$ cat config.mk
export PLATFORM = sky130hd
export DESIGN_NAME = sos_interface_metropolis_step_unit
export DESIGN_NICKNAME = d
export VERILOG_FILES = /design/src/sos_pkg.sv /design/src/sos_move.sv /design/src/sos_interface_metropolis_step_unit.sv
export SDC_FILE = /design/constraint.sdc
export NUM_CORES = 2
export LEC_CHECK = 0
export CAP_MARGIN = 15
export CORE_MARGIN = 2
export CORE_UTILIZATION = 31
export CTS_BUF_LIST = sky130_fd_sc_hd__clkbuf_4
export DETAILED_ROUTE_END_ITERATION = 12
export DONT_BUFFER_PORTS = 1
export PLACE_DENSITY = 0.49
export SLEW_MARGIN = 20
export SYNTH_ARGS = -nofsm -noshare
export SYNTH_HDL_FRONTEND = slang
export SYNTH_SLANG_ARGS = --single-unit
$ cat constraint.sdc
create_clock -name clk -period 6.7 [get_ports clk]
set_input_delay 0.335 -clock clk [delete_from_list [all_inputs] [get_ports clk]]
set_output_delay 0.335 -clock clk [all_outputs]
set_load 0.03 [all_outputs]
$ cat src/sos_pkg.sv
// sos_pkg: shared types and constants for the solid-on-solid Metropolis step unit
// field widths, register indexes, threshold selects and reset values
// no dependencies
package sos_pkg;

  localparam int CENTER_W   = 9;
  localparam int SITE_W     = 6;
  localparam int RND_W      = 32;
  localparam int THR_W      = 33;
  localparam int SUM_W      = 15;
  localparam int OUT_H_W    = 10;
  localparam int CFG_IDX_W  = 3;
  localparam int NUM_THR    = 6;
  // widest height plus a carry bit plus sign
  localparam int HMAX_W     = 16;
  localparam int DD_W       = HMAX_W + 2;

  localparam logic [SUM_W-1:0]    SUM_MAX    = 15'h7fff;
  localparam logic [THR_W-1:0]    THR_RST    = 33'h1_0000_0000;
  localparam logic [CENTER_W-1:0] RST_CENTER = 9'd30;
  localparam int                  RST_HEIGHT = 30;

  // configuration register indexes
  localparam logic [CFG_IDX_W-1:0] CFG_BD_DU  = 3'd0;
  localparam logic [CFG_IDX_W-1:0] CFG_BU_DD  = 3'd5;
  localparam logic [CFG_IDX_W-1:0] CFG_CENTER = 3'd6;

  // threshold select: bond down/same/up, distance up/down
  typedef enum logic [2:0] {
    THR_BD_DU = 3'd0,
    THR_BD_DD = 3'd1,
    THR_BS_DU = 3'd2,
    THR_BS_DD = 3'd3,
    THR_BU_DU = 3'd4,
    THR_BU_DD = 3'd5
  } thr_sel_t;

  // decision from the evaluate stage
  typedef struct packed {
    logic     fits;     // move is legal (or set action changes the height)
    logic     direct;   // set action: commit without threshold test
    thr_sel_t thr_sel;
  } move_ctl_t;

endpackage

$ cat src/sos_move.sv
// sos_move: evaluates one proposed move from the site height and its two neighbors
// produces new height, legality, threshold select and distance change
// depends on sos_pkg
module sos_move #(
  parameter int HEIGHT_BITS = 10
) (
  input  logic                           action,
  input  logic                           step_up,
  input  logic [HEIGHT_BITS-1:0]         h,
  input  logic [HEIGHT_BITS-1:0]         hl,
  input  logic [HEIGHT_BITS-1:0]         hr,
  input  logic [sos_pkg::CENTER_W-1:0]   center,
  output sos_pkg::move_ctl_t             ctl,
  output logic [HEIGHT_BITS-1:0]         nh,
  output logic signed [sos_pkg::DD_W-1:0] dd
);

  localparam int VW = ((HEIGHT_BITS > sos_pkg::CENTER_W) ? HEIGHT_BITS : sos_pkg::CENTER_W) + 1;

  function automatic logic [VW-1:0] adiff(input logic [VW-1:0] a, input logic [VW-1:0] b);
    adiff = (a > b) ? a - b : b - a;
  endfunction

  logic [VW-1:0] hv, lv, rv, cv;
  logic [VW-1:0] nh_up, nh_dn, nh_set, nh_sel;
  logic          fits_up, fits_dn;
  logic [VW:0]   sum_new, sum_old;
  logic [VW-1:0] d_new, d_old;
  logic          dist_dn;
  logic signed [VW:0] dd_v;

  assign hv = VW'(h);
  assign lv = VW'(hl);
  assign rv = VW'(hr);
  assign cv = VW'(center);

  assign nh_up   = hv + 1'b1;
  assign nh_dn   = hv - 1'b1;
  assign fits_up = (nh_up <= (cv << 1)) && (h != {HEIGHT_BITS{1'b1}});
  assign fits_dn = (h != '0);
  // set action stores the center masked to the height width
  assign nh_set  = VW'(HEIGHT_BITS'(center));
  assign nh_sel  = action ? nh_set : (step_up ? nh_up : nh_dn);

  assign sum_new = {1'b0, adiff(nh_sel, lv)} + {1'b0, adiff(nh_sel, rv)};
  assign sum_old = {1'b0, adiff(hv, lv)} + {1'b0, adiff(hv, rv)};
  assign d_new   = adiff(cv, nh_sel);
  assign d_old   = adiff(cv, hv);
  assign dist_dn = d_new < d_old;
  assign dd_v    = $signed({1'b0, d_new}) - $signed({1'b0, d_old});

  always_comb begin
    ctl.direct = action;
    ctl.fits   = action ? (nh_set != hv) : (step_up ? fits_up : fits_dn);
    if (sum_new < sum_old) begin
      ctl.thr_sel = dist_dn ? sos_pkg::THR_BD_DD : sos_pkg::THR_BD_DU;
    end else if (sum_new == sum_old) begin
      ctl.thr_sel = dist_dn ? sos_pkg::THR_BS_DD : sos_pkg::THR_BS_DU;
    end else begin
      ctl.thr_sel = dist_dn ? sos_pkg::THR_BU_DD : sos_pkg::THR_BU_DU;
    end
  end

  assign nh = nh_sel[HEIGHT_BITS-1:0];
  assign dd = sos_pkg::DD_W'(dd_v);

endmodule

$ cat src/sos_interface_metropolis_step_unit.sv
// sos_interface_metropolis_step_unit: top level of the solid-on-solid Metropolis step
// height memory, sequencer, configuration registers, commit logic and result register
// depends on sos_pkg and sos_move
//
// Usage: each request on the in_ channel names a site and either proposes a one-step
// move (action 0, direction step_up) or sets the site to the center height (action 1).
// random_word is compared with one of six acceptance thresholds picked by the sign of
// the bond change and of the distance change. One result per request leaves on the
// out_ channel: accepted flag, new height of the site and the running distance sum.
// A set action skips the threshold compare. Heights live in a single-port-read memory;
// the three reads (site, left, right) go through that one read port, then an evaluate
// cycle and a commit cycle follow. The result register is loaded in the commit cycle,
// when the sequencer also returns to idle. in_ready is high only in the idle state.
// If the receiver stalls, the result sits in the output register and the sequencer
// holds in its commit cycle until the register can be loaded.
// After reset a clearing pass writes height 30 into every entry, with in_ready low;
// configuration writes are taken at any time through cfg_we.
// Requests with site >= SITES change nothing and return height 0.
module sos_interface_metropolis_step_unit #(
  parameter int SITES       = 64,
  parameter int HEIGHT_BITS = 10
) (
  input  logic                            clk,
  input  logic                            rst_n,
  input  logic                            in_valid,
  output logic                            in_ready,
  input  logic                            in_action,
  input  logic [sos_pkg::SITE_W-1:0]      in_site,
  input  logic                            in_step_up,
  input  logic [sos_pkg::RND_W-1:0]       in_random_word,
  output logic                            out_valid,
  input  logic                            out_ready,
  output logic                            out_accepted,
  output logic [sos_pkg::OUT_H_W-1:0]     out_site_height,
  output logic [sos_pkg::SUM_W-1:0]       out_distance_sum,
  input  logic                            cfg_we,
  input  logic [sos_pkg::CFG_IDX_W-1:0]   cfg_index,
  input  logic [sos_pkg::THR_W-1:0]       cfg_data
);

  localparam int IW = (SITES > 1) ? $clog2(SITES) : 1;
  localparam int XW = 13;
  localparam int SW = sos_pkg::DD_W + 1;

  typedef enum logic [5:0] {
    S_CLR    = 6'b000001,
    S_IDLE   = 6'b000010,
    S_RD_L   = 6'b000100,
    S_RD_R   = 6'b001000,
    S_EVAL   = 6'b010000,
    S_COMMIT = 6'b100000
  } state_t;

  state_t state_r, state_nxt;

  logic [sos_pkg::THR_W-1:0]    thr_r [sos_pkg::NUM_THR];
  logic [sos_pkg::CENTER_W-1:0] center_r;
  logic [sos_pkg::SUM_W-1:0]    dist_r;

  logic [HEIGHT_BITS-1:0] mem [SITES];
  logic [HEIGHT_BITS-1:0] rd_data_r;
  logic [IW-1:0]          raddr, waddr;
  logic [HEIGHT_BITS-1:0] wdata;
  logic                   mem_we;
  logic [IW-1:0]          clr_cnt_r;

  logic                      action_r, step_up_r, in_range_r;
  logic [IW-1:0]             site_r;
  logic [sos_pkg::RND_W-1:0] rnd_r;
  logic [HEIGHT_BITS-1:0]    h_r, hl_r;

  sos_pkg::move_ctl_t           ctl_c, ctl_r;
  logic [HEIGHT_BITS-1:0]       nh_c, nh_r;
  logic signed [sos_pkg::DD_W-1:0] dd_c, dd_r;

  logic [XW-1:0]          in_site_x;
  logic [IW-1:0]          in_idx, left_idx, right_idx;
  logic                   in_range_c;
  logic                   in_acc, commit, take;
  logic signed [SW-1:0]   sum_v;
  logic [sos_pkg::SUM_W-1:0] dist_sat;
  logic [HEIGHT_BITS-1:0] h_new;

  logic                             out_valid_r;
  logic                             out_accepted_r;
  logic [sos_pkg::OUT_H_W-1:0]      out_height_r;
  logic [sos_pkg::SUM_W-1:0]        out_sum_r;

  assign in_site_x  = XW'(in_site);
  assign in_idx     = in_site_x[IW-1:0];
  assign in_range_c = 32'(in_site) < 32'(SITES);
  assign left_idx   = (site_r == '0) ? IW'(SITES - 1) : site_r - 1'b1;
  assign right_idx  = (site_r == IW'(SITES - 1)) ? '0 : site_r + 1'b1;

  assign in_ready = (state_r == S_IDLE);
  assign in_acc   = in_valid && in_ready;
  assign commit   = (state_r == S_COMMIT) && (!out_valid_r || out_ready);
  assign take     = in_range_r && ctl_r.fits &&
                    (ctl_r.direct || ({1'b0, rnd_r} < thr_r[ctl_r.thr_sel]));

  // state machine
  always_comb begin
    state_nxt = state_r;
    unique case (state_r)
      S_CLR:    if (clr_cnt_r == IW'(SITES - 1)) state_nxt = S_IDLE;
      S_IDLE:   if (in_valid) state_nxt = S_RD_L;
      S_RD_L:   state_nxt = S_RD_R;
      S_RD_R:   state_nxt = S_EVAL;
      S_EVAL:   state_nxt = S_COMMIT;
      S_COMMIT: if (commit) state_nxt = S_IDLE;
      default:  state_nxt = S_CLR;
    endcase
  end

  always_ff @(posedge clk) begin
    if (!rst_n) begin
      state_r   <= S_CLR;
      clr_cnt_r <= '0;
    end else begin
      state_r <= state_nxt;
      if (state_r == S_CLR) begin
        clr_cnt_r <= clr_cnt_r + 1'b1;
      end
    end
  end

  // memory address and write port
  always_comb begin
    case (state_r)
      S_RD_L:  raddr = left_idx;
      S_RD_R:  raddr = right_idx;
      S_IDLE:  raddr = in_idx;
      default: raddr = site_r;
    endcase
  end

  assign mem_we = (state_r == S_CLR) || (commit && take);
  assign waddr  = (state_r == S_CLR) ? clr_cnt_r : site_r;
  assign wdata  = (state_r == S_CLR) ? HEIGHT_BITS'(sos_pkg::RST_HEIGHT) : nh_r;

  // the next read is issued after the commit write, so no forwarding
  always_ff @(posedge clk) begin
    if (mem_we) begin
      mem[waddr] <= wdata;
    end
    rd_data_r <= mem[raddr];
  end

  // configuration registers
  always_ff @(posedge clk) begin
    if (!rst_n) begin
      for (int i = 0; i < sos_pkg::NUM_THR; i++) begin
        thr_r[i] <= sos_pkg::THR_RST;
      end
      center_r <= sos_pkg::RST_CENTER;
    end else if (cfg_we) begin
      unique case (cfg_index) inside
        [sos_pkg::CFG_BD_DU:sos_pkg::CFG_BU_DD]: thr_r[cfg_index] <= cfg_data;
        sos_pkg::CFG_CENTER: center_r <= cfg_data[sos_pkg::CENTER_W-1:0];
        default: ;
      endcase
    end
  end

  // request capture and operand collection
  always_ff @(posedge clk) begin
    if (in_acc) begin
      action_r   <= in_action;
      step_up_r  <= in_step_up;
      site_r     <= in_idx;
      in_range_r <= in_range_c;
      rnd_r      <= in_random_word;
    end
    if (state_r == S_RD_L) h_r <= rd_data_r;
    if (state_r == S_RD_R) hl_r <= rd_data_r;
    if (state_r == S_EVAL) begin
      ctl_r <= ctl_c;
      nh_r  <= nh_c;
      dd_r  <= dd_c;
    end
  end

  sos_move #(
    .HEIGHT_BITS(HEIGHT_BITS)
  ) u_move (
    .action (action_r),
    .step_up(step_up_r),
    .h      (h_r),
    .hl     (hl_r),
    .hr     (rd_data_r),
    .center (center_r),
    .ctl    (ctl_c),
    .nh     (nh_c),
    .dd     (dd_c)
  );

  // saturating distance update
  assign sum_v = $signed({{(SW - sos_pkg::SUM_W){1'b0}}, dist_r}) +
                 $signed({dd_r[sos_pkg::DD_W-1], dd_r});

  always_comb begin
    if (sum_v[SW-1]) begin
      dist_sat = '0;
    end else if (sum_v[SW-2:0] > (SW-1)'(sos_pkg::SUM_MAX)) begin
      dist_sat = sos_pkg::SUM_MAX;
    end else begin
      dist_sat = sum_v[sos_pkg::SUM_W-1:0];
    end
  end

  assign h_new = take ? nh_r : h_r;

  always_ff @(posedge clk) begin
    if (!rst_n) begin
      dist_r      <= '0;
      out_valid_r <= 1'b0;
    end else begin
      if (commit) begin
        out_valid_r <= 1'b1;
        if (take) dist_r <= dist_sat;
      end else if (out_ready) begin
        out_valid_r <= 1'b0;
      end
    end
  end

  always_ff @(posedge clk) begin
    if (commit) begin
      out_accepted_r <= take;
      out_height_r   <= in_range_r ? sos_pkg::OUT_H_W'(h_new) : '0;
      out_sum_r      <= take ? dist_sat : dist_r;
    end
  end

  assign out_valid        = out_valid_r;
  assign out_accepted     = out_accepted_r;
  assign out_site_height  = out_height_r;
  assign out_distance_sum = out_sum_r;

  a_state_onehot: assert property (@(posedge clk) disable iff (!rst_n)
    $onehot(state_r))
    else $error("sequencer state not one-hot");

  a_we_states: assert property (@(posedge clk) disable iff (!rst_n)
    mem_we |-> (state_r == S_CLR || state_r == S_COMMIT))
    else $error("height memory written outside clear or commit");

  a_commit_changes: assert property (@(posedge clk) disable iff (!rst_n)
    (state_r == S_COMMIT && mem_we) |-> (wdata != h_r))
    else $error("accepted move leaves the height unchanged");

  a_result_source: assert property (@(posedge clk) disable iff (!rst_n)
    $rose(out_valid_r) |-> $past(state_r == S_COMMIT))
    else $error("result loaded outside the commit cycle");

  a_no_request_in_clear: assert property (@(posedge clk) disable iff (!rst_n)
    (state_r == S_CLR) |=> !$past(in_acc))
    else $error("request taken during the clearing pass");

endmodule

== Word-level counts from Yosys, hierarchy flattened ==
Memories as Yosys holds them, arrays and structs flattened. A register that Yosys moved wholly into a read port is not among the register bits.
Index checks and enable logic that the tools add are counted.
W data, S select, Z words.

* Bits in latches: 0
* Memories kept: 2
* Memory bits (read-only): 0
* Bits in writable memories: 838
* Flip-flop bits (word level): 150

{| class="wikitable"
|+ Memory list
! name !! words !! bits a word !! read ports !! clocked after Yosys merged registers in !! wr ports !! RTL line !! source
|-
| mem || 64 || 10 || 1 || 1 || 1 || sos_interface_metropolis_step_unit.sv:60 || <nowiki>logic [HEIGHT_BITS-1:0] mem [SITES];</nowiki>
|-
| thr_r || 6 || 33 || 1 || 1 || 6 || sos_interface_metropolis_step_unit.sv:56 || <nowiki>logic [sos_pkg::THR_W-1:0] thr_r [sos_pkg::NUM_THR];</nowiki>
|}

* Shift operators: 0
* Reductions and logical operators: 16
* Multiply operators: 0
* Divide/modulo/power cells: 0
* Multiplexer cells: 41
* Bitwise logic cells: 0
* Add/subtract/negate cells: 21
* Equality and inequality tests: 15
* $lt $le $gt $ge: 13

{| class="wikitable"
|+ Operators by type and width
! cell !! number
|-
| $mux W11 || 8
|-
| $mux W15 || 3
|-
| $sub A10 B10 Y11 || 4
|-
| $mux W6 || 6
|-
| $pmux W6 S6 || 1
|-
| $lt A32 B33 Y1 || 1
|-
| $mux W33 || 1
|-
| $reduce_or A33 Y1 || 1
|-
| $add A11 B11 Y12 || 2
|-
| $gt A11 B10 Y1 || 2
|-
| $sub A10 B11 Y11 || 2
|-
| $sub A11 B10 Y11 || 2
|-
| $gt A10 B10 Y1 || 2
|-
| $mux W10 || 2
|-
| $eq A6 B6 Y1 const B || 3
|-
| $gt A18 B15 Y1 const B || 1
|-
| $pmux W6 S3 || 1
|-
| $add A16 B12 Y17 || 1
|-
| $mux W1 || 15
|-
| $add A6 B1 Y6 const B || 2
|-
| $eq A12 B12 Y1 || 1
|-
| $lt A12 B12 Y1 || 1
|-
| $mux W3 || 4
|-
| $sub A11 B11 Y12 || 1
|-
| other kinds (30) || 39
|}

== Longest topological paths before layout ==
* Depth in word-level cells: 10
* Mapped depth: 33

== Modules after synthesis ==
Synthesis repeated with hierarchy kept, for this count alone.

* Cells, all modules: 4154
* Area, all modules: 53087.2 um2

{| class="wikitable"
|+ Modules (own cells, without submodules)
! module !! cells each !! sequential area each (um2) !! area an instance (um2) !! times used
|-
| sos_interface_metropolis_step_unit || 3177 || 31720.4 || 45770.1 || 1
|-
| sos_move || 977 || 0.0 || 7317.0 || 1
|}

== Worst setup path before layout ==
No wires, ideal clock.

* Kind: reg-to-reg
* From: register h_r[3]
* To: register ctl_r[2] (netlist name), data pin
* Cell stages (with the launch flop): 33
* Path buffers: 2
* Setup time: 0.259 ns
* Data required time: 6.441 ns
* Data arrival time: 6.476 ns
* Slack: -0.035 ns
* Cells stage by stage: edfxtp_1 buf_4 or4_4 or3_1 o22a_1 xnor2_1 mux2_2 ha_1 clkbuf_1 a21o_1 a21oi_1 and2_1 a211oi_1 nor2_1 mux2_2 xnor2_1 ha_1 a21o_1 a21oi_1 o21bai_1 a21oi_1 nor2b_1 o21a_1 o21ai_0 nand2b_1 a21oi_1 xnor2_1 ha_1 nand4_1 nor2_1 a221oi_1 o21ai_0 o31a_1

* Cells in the longest elaborated chain, start to end: 9

{| class="wikitable"
|+ RTL lines
! item !! RTL line !! source
|-
| from (decl) || sos_interface_metropolis_step_unit.sv:70 || <nowiki>logic [HEIGHT_BITS-1:0] h_r, hl_r;</nowiki>
|-
| from (signal assigned) || sos_interface_metropolis_step_unit.sv:174 || <nowiki>if (state_r == S_RD_L) h_r <= rd_data_r;</nowiki>
|-
| $sub A10 B1 Y11 / $add A10 B1 Y11 (equally long branches) || sos_move.sv:38, sos_move.sv:37 ||
|-
| $mux W11 * (2 in a row) || sos_move.sv:43 || <nowiki>assign nh_sel = action ? nh_set : (step_up ? nh_up : nh_dn);</nowiki>
|-
| via nh_c[8] || sos_interface_metropolis_step_unit.sv:73 || <nowiki>logic [HEIGHT_BITS-1:0] nh_c, nh_r;</nowiki>
|-
| $sub A10 B11 Y11 (tied with other cells) || sos_move.sv:21 || <nowiki>adiff = (a > b) ? a - b : b - a;</nowiki>
|-
| $mux W11 || sos_move.sv:21 ||
|-
| $add A11 B11 Y12 * || sos_move.sv:45 || <nowiki>assign sum_new = {1'b0, adiff(nh_sel, lv)} + {1'b0, adiff(nh_sel, rv)};</nowiki>
|-
| branches (longest 2 deep; another with $lt A12 B12 Y1) || -- ||
|-
| $mux W3 * || sos_move.sv:55 || <nowiki>if (sum_new < sum_old) begin</nowiki>
|-
| to (signal assigned) || sos_interface_metropolis_step_unit.sv:177 || <nowiki>ctl_r <= ctl_c;</nowiki>
|-
| to (decl) || sos_interface_metropolis_step_unit.sv:72 || <nowiki>sos_pkg::move_ctl_t ctl_c, ctl_r;</nowiki>
|}

Mark *: on every way through the listed nets, which the timed path passes.
A chain may end at the register's enable or synchronous reset.

== Worst setup path after layout ==
Same ends and word-level chain as after synthesis.

==> results.toml <==
[floorplanning]
io_pins = 109
rows = 147
core_area_um2 = 161000
start_util = 0.313
dieArea_um2 = 166000
fp.dieW_um = 407
die_h_um = 407

[grt]
gr-total-overflow = 0
grt_start_max_net_pins = 110
grt_pass1_vias = 34320
grt_usage = 0.173
grt_pass1_wl_mm = 218
antenna_found_initial = 7

[power_and_ir_drop]
comb_power_share = 0.040
p_sw_mw = 3.07
seqPwrFrac = 0.537
pwr_density_cell_nw_per_um2 = 230
vdd_drop_max_mv = 0.122
p_int_mw = 10.7
clockPowerShare = 0.423
p_sw_frac = 0.224
p_leak_nw = 21.9

[yosys]
ys.flop_type = "edfxtp_1"
ys_seq_area_frac = 0.624
syn_avg_cell_area_um2 = 12.6
ys_async_sr_fraction = 0
synth_edf_count = 1017
synth-seq-cells = 1064
synth_cells = 3991
yosys_warnings = 0
synth_area_um2 = 50400
ys_types = 76

[detailed_routing]
viasPerCell = 4.91
num_vias = 33928
detail-route-antenna-nets = 0
drc = 0
drtIter0Drc = 2580
drt_wl_total_mm = 146
drtPass1Iterations = 6
post_drt_wl_per_cell_um = 21.2

[job]
drv_cap = 0

[clocking]
insertion_delay_ns = 1.24
cts_buffer_depth = 4
clockRootBuffer = "clkbuf_4"
cts_tree = "yes"
cts.sinks = 1064
cts_max_level = 5
clkTransAtPathRegs_ns = 0.07
cts_buffers = 314

[timing]
rsz0062_at_grt = "true"
worst_pin_slew_ns = 1.07
setup_violations = 0
relSlewSlack = 0.285
report.final.slew_viol_count = 0
post-route-period-util = 0.942
fin_worst_skew_ns = 0.113
fmax_ghz = 0.158
report.final.hold_viol_count = 0
fin_ws_ns = 0.386
min_period_ns = 6.31

[critical_path]
reg2reg_slack_ns = 0.39
crit_fanout = 5
r2r-start = "h_r[3]"
rr_worst_depth = 30
crit_top_cell = "a21oi_2"
reg2reg_to = "ctl_r[2]"
cp_data_arrival_time_ns = 7.25
critPathRequiredTime_ns = 7.63
endpoint_kind = "flop"
critPathKind = "flop to flop"
start_kind = "flop"
max_stage_delay_ns = 0.56
crit_family = "compound AO/OA/AOI/OAI gates"
crit_buf_inv = 0
worst_path_max_delay_cell = "or4_4"

[cells_and_area]
drive_gt1_frac = 0.179
nNetsFinal = 4863
regArea_um2 = 31500
layout_commonest_cell = "edfxtp_1"
n_fill_cell = 15726
final_cell_mix = "edfxtp_1, nand2_1, clkbuf_4, nor2_1, ha_1"
syn_to_final_growth_pct = 18.5
multi_input_area_um2 = 18000
final_util = 0.371
final_cell_count_no_fill = 6903

[placed_design]
gp_congestion = 0.905
dp.cells = 6202
dp_hpwl_mm = 91.1
dp_slack_ns = 0.0867
portBuffers = 0

[worst_hold_path]
hold_depth = 3
hp-class = "input pin to flop"
whs_endpoint = "thr_r[0][25]"
min_from = "cfg_data[25]"

[status]
run_status = "finished, final reports clean"
logic make-up after synthesis:
family / Yosys count / share of synthesized area
flops: 1064 / 0.624
xor+xnor: 110 / 0.0191
simple gates: 1349 / 0.119
buf+inv: 345 / 0.0285
fa+ha+maj: 240 / 0.0619
compound gates: 607 / 0.0752
mux: 275 / 0.0719
other cells: 1 / 0.0000744
final cells by class:
type                       instances  share of cell area
tap                             2160              0.0452
timing repair buffer             373              0.0562
antenna                           10            0.000419
multi-input combinational       2647               0.301
clock inverter                    49             0.00325
inverter                         142             0.00892
sequential                      1064               0.527
clock buffer                     458              0.0576
flip-flops by register name (all words and copies together), names as in the netlist, 12 cells and up:
register,count
dist_r,15
thr_r,264
out_distance_sum,15
mem,640
rnd_r,32
dd_r,12
power by group through the flow:
| stage | clock (mW) | combinational [mW] | sequential [mW] |
|---|---|---|---|
| 2_1_floorplan | 0 | 0.307 | 7.51 |
| 3_5_place_dp | 0 | 0.449 | 7.52 |
| 4_1_cts | 6.04 | 0.542 | 7.38 |
| 3_3_place_gp | 0 | 0.447 | 7.52 |
| 5_1_grt | 6.36 | 0.600 | 7.39 |
| 6_report | 5.82 | 0.547 | 7.38 |
layer usage:
layer,track usage,part of all wire
met5,0,0.000089
met4,0.0656,0.033
met3,0.0359,0.065
met2,0.267,0.45
met1,0.239,0.45
cell usage after synthesis (14+ instances only):
cell type | number | area [µm²]
mux2_2 | 39 | 439
inv_1 | 140 | 526
and2_1 | 21 | 131
clkbuf_1 | 140 | 526
edfxtp_1 | 1017 | 30500
buf_1 | 32 | 120
o211ai_1 | 14 | 105
o21ai_0 | 102 | 510
a21o_1 | 68 | 510
fa_1 | 16 | 320
a31oi_1 | 45 | 282
nor2b_1 | 38 | 238
o22ai_1 | 61 | 382
dfxtp_1 | 47 | 941
nor3_1 | 22 | 110
o21a_1 | 18 | 135
xnor2_1 | 76 | 666
buf_6 | 16 | 180
a21oi_1 | 187 | 936
buf_2 | 14 | 70.1
nand3_1 | 148 | 741
mux2i_1 | 170 | 1700
xor2_1 | 34 | 298
nor2_1 | 306 | 1150
nand2_1 | 610 | 2290
nor4_1 | 28 | 175
nand4_1 | 70 | 438
nand2b_1 | 35 | 219
ha_1 | 224 | 2800
or3_1 | 19 | 119
mux4_2 | 66 | 1490
what timing repair did:
item,in CTS,in global routing
pin swaps,3,12
gates resized for setup,5,30
endpoints found under the hold margin,582,33
hold buffers,176,2
endpoints found under the setup margin,1,5
buffers inserted,0,6
how the worst max path moves through the flow:
| stage | from | to | slack [ns] | cells after the start |
|---|---|---|---|---|
| 3_3_place_gp | h_r[5] | ctl_r[2] | 0.11 | 26 |
| 6_report | h_r[3] | ctl_r[2] | 0.39 | 30 |
| 3_5_place_dp | h_r[5] | ctl_r[2] | 0.09 | 26 |
| 4_1_cts | h_r[5] | ctl_r[1] | 0.004 | 29 |
| 2_1_floorplan | h_r[3] | ctl_r[2] | 0.01 | 32 |
| 5_1_grt | h_r[0] | ctl_r[2] | -0.06 | 30 |
worst register-to-register path: cells and delay by family, from the launching register on:
| family | cells | cell delay, ns |
|---|---|---|
| AOI/OAI and AO/OA | 14 | 2.22 |
| muxes | 2 | 0.65 |
| and+or+nand+nor | 8 | 1.46 |
| xor gates and xnor gates | 3 | 0.41 |
| DFF | 1 | 0.39 |
| adders and majority gates | 3 | 0.91 |
stage by stage:
step                      hold slack (ns)  power (mW)  TNS, ns  cell area [µm²]
after floorplan                     0.424        7.82        0            50700
after global placement              0.434        7.97        0            54100
after CTS                          0.0122        14.0        0            59500
final                               0.159        13.7        0            59700
after global routing               0.0810        14.3  -0.0876            59700
after detailed placement            0.434        7.97        0            54100
(Power assumes the default switching activity.)
